`config.mk`:
```
export PLATFORM = sky130hd
export DESIGN_NAME = multi_channel_led_blinker
export DESIGN_NICKNAME = d
export VERILOG_FILES = /design/src/sv/mclb_pkg.sv /design/src/sv/multi_channel_led_blinker.sv /design/src/sv/mclb_front.sv /design/src/sv/mclb_queue.sv /design/src/sv/mclb_back.sv
export SDC_FILE = /design/constraint.sdc
export NUM_CORES = 2
export LEC_CHECK = 0
export BUFFER_PORTS_ARGS = -buffer_cell sky130_fd_sc_hd__buf_2
export CORE_MARGIN = 2
export CORE_UTILIZATION = 57
export CTS_CLUSTER_DIAMETER = 40
export DETAILED_ROUTE_END_ITERATION = 16
export GPL_TIMING_DRIVEN = 0
export PLACE_DENSITY = 0.75
export SLEW_MARGIN = 20
export SYNTH_ARGS = -nofsm -noshare
export SYNTH_HDL_FRONTEND = slang
export SYNTH_SLANG_ARGS = --single-unit
```
`constraint.sdc`:
```
create_clock -name aclk -period 9.1 [get_ports aclk]
set_input_delay 0.91 -clock aclk [delete_from_list [all_inputs] [get_ports aclk]]
set_output_delay 0.91 -clock aclk [all_outputs]
set_load 0.02 [all_outputs]
```
`src/sv/mclb_pkg.sv`:
```
package mclb_pkg;

    localparam int NUM_CHANNELS = 8;
    localparam int TIME_BITS    = 16;
    localparam int REPEAT_BITS  = 16;
    localparam int QUEUE_DEPTH  = 2;
    localparam int QPTR_W       = (QUEUE_DEPTH > 1) ? $clog2(QUEUE_DEPTH) : 1;
    localparam int QCNT_W       = $clog2(QUEUE_DEPTH + 1);
    localparam int REPORT_BITS  = 8;

    localparam logic [63:0] TIME_MAX = (64'd1 << TIME_BITS) - 64'd1;
    localparam logic [REPEAT_BITS-1:0] REPEAT_FOREVER = '1;

    localparam logic [1:0] ACT_TICK = 2'd0;
    localparam logic [1:0] ACT_SET  = 2'd1;
    localparam logic [1:0] ACT_STOP = 2'd2;

    localparam logic REG_ACTIVE_HIGH_MASK = 1'b0;

    typedef enum logic [1:0] {
        PH_LIT  = 2'd0,
        PH_DARK = 2'd1,
        PH_IDLE = 2'd3
    } phase_t;

    typedef enum logic [2:0] {
        CMD_NOP,
        CMD_TICK,
        CMD_DARK,
        CMD_STEADY,
        CMD_BLINK,
        CMD_STORE_DARK
    } cmd_kind_t;

    typedef struct packed {
        cmd_kind_t              kind;
        logic [2:0]             channel;
        logic [TIME_BITS-1:0]   on_time;
        logic [TIME_BITS-1:0]   off_time;
        logic [REPEAT_BITS-1:0] repeat_count;
    } cmd_t;

    typedef struct packed {
        logic full;
        logic empty;
    } q_status_t;

    function automatic logic [TIME_BITS-1:0] clamp_time(input logic [15:0] t);
        logic [63:0] w;
        w = {48'd0, t};
        if (w > TIME_MAX) begin
            return TIME_MAX[TIME_BITS-1:0];
        end
        return w[TIME_BITS-1:0];
    endfunction

endpackage

```
`src/sv/multi_channel_led_blinker.sv`:
```
// Multi-channel LED blinker.
// Input stream s_*: one item per 1 ms tick, set command or stop command,
// action in s_tuser, channel and times in s_tdata. Every accepted item
// yields exactly one result item on m_*: pin levels after polarity in
// m_tdata[7:0] and the blinking-channel mask in m_tdata[15:8].
// An accepted item is decoded and placed in a two-entry command queue;
// the channel engine takes one command per cycle, updates all channel
// timers in parallel and registers the result. An item waits in a queue
// entry before its result is registered and m_tvalid rises; sustained rate
// is one item per cycle while m_tready is high.
// When m_tready is low with a result pending, the result holds, the engine
// stops, the queue fills and s_tready drops once both entries are taken.
// The APB port holds active_high_mask at address 0; write it only while
// no item is in flight.
// Reset (aresetn low, synchronous): all channels idle and dark, queue and
// result empty, active_high_mask back to all ones.
module multi_channel_led_blinker (
    input  logic        aclk,
    input  logic        aresetn,
    input  logic        s_tvalid,
    output logic        s_tready,
    input  logic [1:0]  s_tuser,   // action
    input  logic [55:0] s_tdata,   // channel, on_time, off_time, repeat_count
    output logic        m_tvalid,
    input  logic        m_tready,
    output logic [15:0] m_tdata,   // led_levels, busy_mask
    input  logic        psel,
    input  logic        penable,
    input  logic        pwrite,
    input  logic [2:0]  paddr,
    input  logic [31:0] pwdata,
    output logic [31:0] prdata,
    output logic        pready
);

    logic                 push;
    logic                 pop;
    mclb_pkg::cmd_t       push_cmd;
    mclb_pkg::cmd_t       head_cmd;
    mclb_pkg::q_status_t  q_status;
    logic [7:0]           mask_reg;

    assign pready = 1'b1;

    always_ff @(posedge aclk) begin
        if (!aresetn) begin
            mask_reg <= 8'hFF;
        end else if (psel && penable && pwrite && pready
                     && paddr[2] == mclb_pkg::REG_ACTIVE_HIGH_MASK) begin
            mask_reg <= pwdata[7:0];
        end
    end

    always_comb begin
        prdata = '0;
        if (paddr[2] == mclb_pkg::REG_ACTIVE_HIGH_MASK) begin
            prdata = {24'd0, mask_reg};
        end
    end

    mclb_front u_front (
        .s_tvalid (s_tvalid),
        .s_tready (s_tready),
        .s_tuser  (s_tuser),
        .s_tdata  (s_tdata),
        .q_status (q_status),
        .push     (push),
        .cmd      (push_cmd)
    );

    mclb_queue u_queue (
        .aclk     (aclk),
        .aresetn  (aresetn),
        .push     (push),
        .push_cmd (push_cmd),
        .pop      (pop),
        .head_cmd (head_cmd),
        .status   (q_status)
    );

    mclb_back u_back (
        .aclk             (aclk),
        .aresetn          (aresetn),
        .head_cmd         (head_cmd),
        .q_status         (q_status),
        .pop              (pop),
        .active_high_mask (mask_reg),
        .m_tvalid         (m_tvalid),
        .m_tready         (m_tready),
        .m_tdata          (m_tdata)
    );

endmodule

```
`src/sv/mclb_front.sv`:
```
module mclb_front (
    input  logic                    s_tvalid,
    output logic                    s_tready,
    input  logic [1:0]              s_tuser,   // action
    input  logic [55:0]             s_tdata,   // channel, on_time, off_time, repeat_count
    input  mclb_pkg::q_status_t     q_status,
    output logic                    push,
    output mclb_pkg::cmd_t          cmd
);

    logic [2:0]  channel;
    logic [15:0] on_time;
    logic [15:0] off_time;
    logic [15:0] repeat_count;
    logic        in_range;

    assign channel      = s_tdata[2:0];
    assign on_time      = s_tdata[18:3];
    assign off_time     = s_tdata[34:19];
    assign repeat_count = s_tdata[50:35];
    assign in_range     = int'(channel) < mclb_pkg::NUM_CHANNELS;

    assign s_tready = !q_status.full;
    assign push     = s_tvalid && !q_status.full;

    always_comb begin
        cmd.channel      = channel;
        cmd.on_time      = mclb_pkg::clamp_time(on_time);
        cmd.off_time     = mclb_pkg::clamp_time(off_time);
        cmd.repeat_count = repeat_count[mclb_pkg::REPEAT_BITS-1:0];
        cmd.kind         = mclb_pkg::CMD_NOP;
        unique case (s_tuser)
            mclb_pkg::ACT_TICK: begin
                cmd.kind = mclb_pkg::CMD_TICK;
            end
            mclb_pkg::ACT_SET: begin
                if (in_range) begin
                    if (on_time == 16'd0) begin
                        cmd.kind = mclb_pkg::CMD_DARK;
                    end else if (off_time == 16'd0) begin
                        cmd.kind = mclb_pkg::CMD_STEADY;
                    end else if (repeat_count != 16'd0) begin
                        cmd.kind = mclb_pkg::CMD_BLINK;
                    end else begin
                        cmd.kind = mclb_pkg::CMD_STORE_DARK;
                    end
                end
            end
            mclb_pkg::ACT_STOP: begin
                if (in_range) begin
                    cmd.kind = mclb_pkg::CMD_DARK;
                end
            end
            default: begin
                cmd.kind = mclb_pkg::CMD_NOP;
            end
        endcase
    end

endmodule

```
`src/sv/mclb_queue.sv`:
```
module mclb_queue (
    input  logic                aclk,
    input  logic                aresetn,
    input  logic                push,
    input  mclb_pkg::cmd_t      push_cmd,
    input  logic                pop,
    output mclb_pkg::cmd_t      head_cmd,
    output mclb_pkg::q_status_t status
);

    mclb_pkg::cmd_t                 entries_reg [mclb_pkg::QUEUE_DEPTH];
    logic [mclb_pkg::QPTR_W-1:0]    wr_ptr_reg;
    logic [mclb_pkg::QPTR_W-1:0]    rd_ptr_reg;
    logic [mclb_pkg::QCNT_W-1:0]    count_reg;
    logic [mclb_pkg::QPTR_W-1:0]    wr_ptr_next;
    logic [mclb_pkg::QPTR_W-1:0]    rd_ptr_next;
    logic [mclb_pkg::QCNT_W-1:0]    count_next;
    logic                           do_push;
    logic                           do_pop;

    assign status.full  = count_reg == mclb_pkg::QCNT_W'(mclb_pkg::QUEUE_DEPTH);
    assign status.empty = count_reg == '0;
    assign do_push      = push && !status.full;
    assign do_pop       = pop && !status.empty;
    assign head_cmd     = entries_reg[rd_ptr_reg];

    always_comb begin
        wr_ptr_next = wr_ptr_reg;
        rd_ptr_next = rd_ptr_reg;
        count_next  = count_reg;
        if (do_push) begin
            wr_ptr_next = (32'(wr_ptr_reg) == mclb_pkg::QUEUE_DEPTH - 1) ? '0
                        : wr_ptr_reg + 1'b1;
        end
        if (do_pop) begin
            rd_ptr_next = (32'(rd_ptr_reg) == mclb_pkg::QUEUE_DEPTH - 1) ? '0
                        : rd_ptr_reg + 1'b1;
        end
        if (do_push && !do_pop) begin
            count_next = count_reg + 1'b1;
        end else if (do_pop && !do_push) begin
            count_next = count_reg - 1'b1;
        end
    end

    always_ff @(posedge aclk) begin
        if (!aresetn) begin
            wr_ptr_reg <= '0;
            rd_ptr_reg <= '0;
            count_reg  <= '0;
        end else begin
            wr_ptr_reg <= wr_ptr_next;
            rd_ptr_reg <= rd_ptr_next;
            count_reg  <= count_next;
        end
    end

    always_ff @(posedge aclk) begin
        if (do_push) begin
            entries_reg[wr_ptr_reg] <= push_cmd;
        end
    end

endmodule

```
`src/sv/mclb_back.sv`:
```
module mclb_back (
    input  logic                aclk,
    input  logic                aresetn,
    input  mclb_pkg::cmd_t      head_cmd,
    input  mclb_pkg::q_status_t q_status,
    output logic                pop,
    input  logic [7:0]          active_high_mask,
    output logic                m_tvalid,
    input  logic                m_tready,
    output logic [15:0]         m_tdata    // led_levels, busy_mask
);

    localparam int N  = mclb_pkg::NUM_CHANNELS;
    localparam int TB = mclb_pkg::TIME_BITS;
    localparam int RB = mclb_pkg::REPEAT_BITS;

    mclb_pkg::phase_t phase_reg   [N];
    mclb_pkg::phase_t phase_next  [N];
    logic [N-1:0]     lit_reg;
    logic [N-1:0]     lit_next;
    logic [TB-1:0]    elapsed_reg [N];
    logic [TB-1:0]    elapsed_next[N];
    logic [TB-1:0]    on_reg      [N];
    logic [TB-1:0]    on_next     [N];
    logic [TB-1:0]    off_reg     [N];
    logic [TB-1:0]    off_next    [N];
    logic [RB-1:0]    rep_reg     [N];
    logic [RB-1:0]    rep_next    [N];
    logic             m_tvalid_reg;
    logic [15:0]      m_tdata_reg;
    logic [7:0]       levels;
    logic [7:0]       busy;

    assign pop      = !q_status.empty && (!m_tvalid_reg || m_tready);
    assign m_tvalid = m_tvalid_reg;
    assign m_tdata  = m_tdata_reg;

    always_comb begin
        logic          sel;
        logic [TB-1:0] len;
        logic [TB-1:0] e1;
        for (int c = 0; c < N; c++) begin
            phase_next[c]   = phase_reg[c];
            lit_next[c]     = lit_reg[c];
            elapsed_next[c] = elapsed_reg[c];
            on_next[c]      = on_reg[c];
            off_next[c]     = off_reg[c];
            rep_next[c]     = rep_reg[c];
            sel = int'(head_cmd.channel) == c;
            len = (phase_reg[c] == mclb_pkg::PH_LIT) ? on_reg[c] : off_reg[c];
            e1  = elapsed_reg[c] + 1'b1;
            if (pop) begin
                case (head_cmd.kind)
                    mclb_pkg::CMD_TICK: begin
                        if (phase_reg[c] != mclb_pkg::PH_IDLE) begin
                            if (e1 < len) begin
                                elapsed_next[c] = e1;
                            end else begin
                                elapsed_next[c] = '0;
                                if (phase_reg[c] == mclb_pkg::PH_LIT) begin
                                    lit_next[c] = 1'b0;
                                    if (rep_reg[c] == mclb_pkg::REPEAT_FOREVER) begin
                                        phase_next[c] = mclb_pkg::PH_DARK;
                                    end else if (rep_reg[c] > RB'(1)) begin
                                        rep_next[c]   = rep_reg[c] - 1'b1;
                                        phase_next[c] = mclb_pkg::PH_DARK;
                                    end else begin
                                        phase_next[c] = mclb_pkg::PH_IDLE;
                                    end
                                end else begin
                                    phase_next[c] = mclb_pkg::PH_LIT;
                                    lit_next[c]   = 1'b1;
                                end
                            end
                        end
                    end
                    mclb_pkg::CMD_DARK: begin
                        if (sel) begin
                            phase_next[c] = mclb_pkg::PH_IDLE;
                            lit_next[c]   = 1'b0;
                        end
                    end
                    mclb_pkg::CMD_STEADY: begin
                        if (sel) begin
                            phase_next[c] = mclb_pkg::PH_IDLE;
                            lit_next[c]   = 1'b1;
                        end
                    end
                    mclb_pkg::CMD_BLINK: begin
                        if (sel) begin
                            on_next[c]      = head_cmd.on_time;
                            off_next[c]     = head_cmd.off_time;
                            rep_next[c]     = head_cmd.repeat_count;
                            phase_next[c]   = mclb_pkg::PH_LIT;
                            lit_next[c]     = 1'b1;
                            elapsed_next[c] = '0;
                        end
                    end
                    mclb_pkg::CMD_STORE_DARK: begin
                        if (sel) begin
                            on_next[c]    = head_cmd.on_time;
                            off_next[c]   = head_cmd.off_time;
                            rep_next[c]   = head_cmd.repeat_count;
                            phase_next[c] = mclb_pkg::PH_IDLE;
                            lit_next[c]   = 1'b0;
                        end
                    end
                    default: begin
                    end
                endcase
            end
        end
    end

    always_comb begin
        levels = '0;
        busy   = '0;
        for (int c = 0; c < mclb_pkg::REPORT_BITS; c++) begin
            if (c < N) begin
                levels[c] = lit_next[c] ? active_high_mask[c] : !active_high_mask[c];
                busy[c]   = phase_next[c] != mclb_pkg::PH_IDLE;
            end
        end
    end

    always_ff @(posedge aclk) begin
        if (!aresetn) begin
            for (int c = 0; c < N; c++) begin
                phase_reg[c]   <= mclb_pkg::PH_IDLE;
                elapsed_reg[c] <= '0;
                on_reg[c]      <= '0;
                off_reg[c]     <= '0;
                rep_reg[c]     <= '0;
            end
            lit_reg      <= '0;
            m_tvalid_reg <= 1'b0;
        end else begin
            for (int c = 0; c < N; c++) begin
                phase_reg[c]   <= phase_next[c];
                elapsed_reg[c] <= elapsed_next[c];
                on_reg[c]      <= on_next[c];
                off_reg[c]     <= off_next[c];
                rep_reg[c]     <= rep_next[c];
            end
            lit_reg <= lit_next;
            if (pop) begin
                m_tvalid_reg <= 1'b1;
            end else if (m_tready) begin
                m_tvalid_reg <= 1'b0;
            end
        end
    end

    always_ff @(posedge aclk) begin
        if (pop) begin
            m_tdata_reg <= {busy, levels};
        end
    end

endmodule
```
-- After elaboration in Yosys (flattened, before gate mapping)
Memory sizes are Yosys's and may differ from the RTL's. A register that Yosys moved wholly into a read port is not among the register bits.
Index checks and enable logic that the tools add are counted.
W data, S select, Z words.
- $add $sub $neg: 20
- bitwise operators: 41
- magnitude comparators: 16
- reduce and logical (&&, ||, !) cells: 43
- multiplexer cells: 353
- eq/ne operators: 39
- operator list (cell ; count):
    $mux W16 ; 176
    $pmux W16 S2 ; 16
    $mux W2 ; 74
    $add A16 B1 Y16 const B ; 8
    $eq A16 B16 Y1 const B ; 8
    $gt A16 B1 Y1 const B ; 8
    $lt A16 B16 Y1 ; 8
    $sub A16 B1 Y16 const B ; 8
    $mux W1 ; 67
    $pmux W2 S3 ; 8
    $or A1 B1 Y1 ; 40
    $logic_not A16 Y1 ; 2
    $ne A2 B2 Y1 const B ; 16
    $pmux W1 S3 ; 8
    $logic_not A2 Y1 ; 10
    $eq A3 B3 Y1 const B ; 6
    $reduce_bool A16 Y1 ; 1
    $logic_not A1 Y1 ; 13
    $eq A3 B2 Y1 const B ; 4
    $logic_and A1 B1 Y1 ; 9
    $pmux W3 S3 ; 1
    $mux W8 ; 1
    $eq A3 B1 Y1 const B ; 2
    $mux W3 ; 2
    11 further kinds ; 16
- input port bits: 100
- memories kept: 6
- output and inout port bits: 51
- memory bits (writable): 636
- register bits: 37
- memories (name ; depth ; bits a word ; read ports ; clocked after memory_dff ; write ports ; RTL line ; text):
    u_back.elapsed_reg ; 8 ; 16 ; 8 ; 0 ; 8 ; mclb_back.sv:21 ; logic [TB-1:0] elapsed_reg [N];
    u_back.off_reg ; 8 ; 16 ; 8 ; 0 ; 8 ; mclb_back.sv:25 ; logic [TB-1:0] off_reg [N];
    u_back.on_reg ; 8 ; 16 ; 8 ; 0 ; 8 ; mclb_back.sv:23 ; logic [TB-1:0] on_reg [N];
    u_back.rep_reg ; 8 ; 16 ; 8 ; 0 ; 8 ; mclb_back.sv:27 ; logic [RB-1:0] rep_reg [N];
    u_queue.entries_reg ; 2 ; 54 ; 1 ; 1 ; 1 ; mclb_queue.sv:11 ; mclb_pkg::cmd_t entries_reg [mclb_pkg::QUEUE_DEPTH];
    u_back.phase_reg ; 8 ; 2 ; 8 ; 0 ; 8 ; mclb_back.sv:17 ; mclb_pkg::phase_t phase_reg [N];

-- Logic depth before layout (Yosys ltp)
An unclocked memory read counts as a cell.
- word-level depth: 10
- mapped depth: 17
- mapped depth without buffers: 14

-- By module
Synthesis repeated with hierarchy kept, for this count alone.
- cell total of the unflattened synthesis: 4265
- area total of the unflattened synthesis: 35978.3 um2
- modules (own cells, without submodules) (module ; cells each ; area an instance (um2) ; times used):
    mclb_back ; 3927 ; 30686.9 ; 1
    mclb_queue ; 193 ; 4127.7 ; 1
    multi_channel_led_blinker ; 70 ; 630.6 ; 1
    mclb_front ; 75 ; 533.0 ; 1

-- Worst setup path before layout
Ideal clock, no wire load.
- path type: register to register
- start point: memory u_back.phase_reg[5][1] (netlist name)
- end point: memory u_back.elapsed_reg[5][9] (netlist name)
- required time: 9009 ps
- slack: 5310 ps
- data arrival time: 3700 ps
- cell stages (with the launch flop): 16
- library setup time: 91 ps
- path through: dfxtp_1 -> clkbuf_1 -> or2_2 -> clkbuf_1 -> buf_1 -> mux2i_1 -> ha_1 -> and3_1 -> a221oi_1 -> o221ai_1 -> nor3_1 -> and3_1 -> buf_2 -> buf_2 -> a21oi_1 -> a311oi_1
- RTL lines (item ; RTL line):
    start, declared ; mclb_back.sv:17
    end, declared ; mclb_back.sv:21

==> flow_metrics.tcl <==
set metrics [dict create \
    largest_net_degree_at_the_start_of_global_routing 34 \
    clkLatencyLatePin_ns 0.69 \
    via_count 33500 \
    mux_share_of_post_synthesis_cell_area_pct 5.34 \
    row_count 90 \
    fin_setup_tns_ns 0 \
    first_global_vias 31400 \
    post-dp-hpwl_um 90200 \
    cp.arrival_ns 6.19 \
    post-route-period-util_pct 63.7 \
    start_util_pct 58.0 \
    static-leakage-power_nw 15.3 \
    synth_top_family_by_area "compound AO/OA/AOI/OAI gates" \
    area_of_the_die_um2 63600 \
    status "completed" \
    dieHeight_um 252 \
    synth-seq-area-share_pct 42.0 \
    cts_tree "done" \
    synth_common_cells "550 x sky130_fd_sc_hd__dfxtp_1, 529 x sky130_fd_sc_hd__nor2_1, 275 x sky130_fd_sc_hd__a211oi_1" \
    worst-endpoint-required_ns 9.50 \
    post_cts_resized 0 \
    ir_worst_vdd_v 0.000228 \
    die_width_um 252 \
    synth.avg_cell_area_um2 8.92 \
    ant_nets 0 \
    timing.max_cap.violations 0 \
    crit_path_cell_trace "clkbuf_1 > nor2_1 > clkbuf_1 > mux2i_1 > ha_1 > a21oi_1 > o21ai_0 > a211oi_1 > o21bai_1 > clkbuf_1 > nor3b_1 > o31ai_1 > xnor2_1" \
    worst_setup_hold_path_clk_slew_ns 0.06 \
    synth.cell_area_um2 35100 \
    synth_top_area_share_pct 31.4 \
    cts_max_path_buffers 3 \
    max_freq_ghz 0.173 \
    final_layout_size_suffix_gt1_share_pct 12.8 \
    cp_num_buf_inv 3 \
    dominantRegCellSynth "sky130_fd_sc_hd__dfxtp_1" \
    worst-slew-pin-transition_ns 1.25 \
    wl_per_cell_um 24.9 \
    synth_compound_area_share_pct 21.7 \
    rsz0062_at_grt "false" \
    grt_pass1_wl_um 189000 \
    max-slew-margin-rel_pct 16.9 \
    clock_sink_count 674 \
    drt_iter0_markers 4227 \
    ctsHtreeMaxLevel 3 \
    port_buffers 93 \
    drt_wl_total_um 126000 \
    final-hold-violation-count 0 \
    core_area_um2 60600 \
    synth_edf_count 124 \
    ys_ff_latch 674 \
    critical_path.reg2reg.startpoint "u_back.phase_reg[4][0]" \
    period_needed_ns 5.79 \
    fin_nets 4440 \
    setup.worst_path.class "register to register" \
    yosys.area_share.simple_pct 18.6 \
    yosys_warnings 0 \
    area.growth.synth_to_final_pct 17.0 \
    post_cts.repair.setup_buffers 0 \
    crit_fanout 10 \
    worstSetupEndpointType "register" \
    track_usage_pct 38.9 \
    grt_antenna_before_repair 1 \
    worst_hold_startpoint "s_tdata[16]" \
    synth.area.top_cells "sky130_fd_sc_hd__dfxtp_1 31%, sky130_fd_sc_hd__edfxtp_1 11%, sky130_fd_sc_hd__a211oi_1 5.9%" \
    hp-class "primary input to register" \
    critical-path-top-cell-by-count "sky130_fd_sc_hd__clkbuf_1" \
    synthCells 3936 \
    ys_async_sr_fraction_pct 0 \
    path_delay_family "compound AO/OA/AOI/OAI gates" \
    cp_slowest_stage_delay_ns 0.89 \
    cp_slowest_cell "sky130_fd_sc_hd__a211oi_1" \
    report.final.setup_viol 0 \
    powerDensity_nw_per_um2 315 \
    max_slew_violation_count 0 \
    synthMostInstantiatedCell "sky130_fd_sc_hd__dfxtp_1" \
    post_synth_xor_xnor_area_pct 2.92 \
    via_per_inst 6.61 \
    fin_util_pct 67.8 \
    synth.largest_area_cell "sky130_fd_sc_hd__dfxtp_1" \
    firstDrtPassIters 10 \
    cts-buffers-inserted 108 \
    critical_path.startpoint_type "register" \
    synthDistinctLibCells 95 \
    clk_root_buffer_cell "sky130_fd_sc_hd__clkbuf_16" \
    ctsHoldBuffers 0 \
    globalRouteOverflowTotal 0 \
    critPathLaunch "u_back.phase_reg[4][0]" \
    drt_drc_violations_left 0 \
    fraction_of_the_mapped_netlist_area_in_adder_cells_pct 5.45 \
    io_pins 151 \
    gp_congestion 1.02 \
    skew_ns 0.0333 \
]
-- metrics by stage --
stage               power [W]  instances  hold WS, ns  cell area, um2  worst slack (ns)
floorplan             0.00669       3959        0.444           35200              5.31
detailed placement    0.00834       4859        0.465           37200              3.73
global route           0.0134       5065        0.421           41100              3.29
global placement      0.00816       4834        0.453           36600              3.40
finish                 0.0129       5066        0.434           41100              3.31
CTS                    0.0127       5065        0.418           41100              3.68
-- layout by cell type (no fill, tap or decap), types with 124 or more instances in the layout --
| cell type | n |
|---|---|
| sky130_fd_sc_hd__dfxtp_1 | 550 |
| sky130_fd_sc_hd__a211oi_1 | 275 |
| sky130_fd_sc_hd__mux2i_1 | 135 |
| sky130_fd_sc_hd__edfxtp_1 | 124 |
| sky130_fd_sc_hd__buf_2 | 157 |
| sky130_fd_sc_hd__nor2_1 | 524 |
| sky130_fd_sc_hd__o21ai_0 | 178 |
| sky130_fd_sc_hd__clkbuf_1 | 169 |
| sky130_fd_sc_hd__ha_1 | 153 |
| sky130_fd_sc_hd__a21oi_1 | 218 |
| sky130_fd_sc_hd__nand2_1 | 249 |
-- routing by layer --
layer | share of wire, % | GRT usage (%) | vias to the layer above | wire length, um
li1 | - | - | 15200 | -
met1 | 38 | 49.4 | 15800 | 48400
met2 | 43 | 58.9 | 2058 | 53900
met3 | 11 | 9.45 | 529 | 14500
met4 | 7.6 | 25.7 | 2 | 9560
met5 | 0.0071 | 0 | - | 9
-- kinds of logic (layout without fill, tap and decap cells) --
family	count (synthesis)	after routing
AO/OA/AOI/OAI	1118	1118
XOR/XNOR	117	117
adder cells (fa/ha/maj)	153	153
buffers and inverters	319	643
flip-flops	674	674
multiplexers	185	185
other	2	26
AND/OR/NAND/NOR	1368	1368
-- layout make-up --
type	count	area, um2
Tap cell	782	978
Fill cell	4830	19500
Multi-Input combinational cell	2966	19300
Buffer	270	1220
Antenna cell	1	2.50
Inverter	49	184
Timing Repair Buffer	118	797
Clock buffer	125	2870
Clock inverter	81	1020
Sequential cell	674	14700
-- final timing paths --
check	slack, ns	to	cells after the start
worst max-delay path	3.31	u_back.m_tdata[4]	13
worst min-delay path	0.43	u_queue.entries_reg[0][45]	1
worst max register to register	3.31	u_back.m_tdata[4]	13
worst min register to register	0.47	u_back.elapsed_reg[6][15]	2
-- report_power, final --
part	switching, W	leakage, nW	internal [W]	total (W)
clock network	0.00163	1.85	0.00273	0.00436
registers	0.000321	5.62	0.00352	0.00384
logic	0.00324	7.84	0.00149	0.00473
total	0.00519	15.3	0.00775	0.0129
Note: power is estimated with default switching activity, not from simulation.
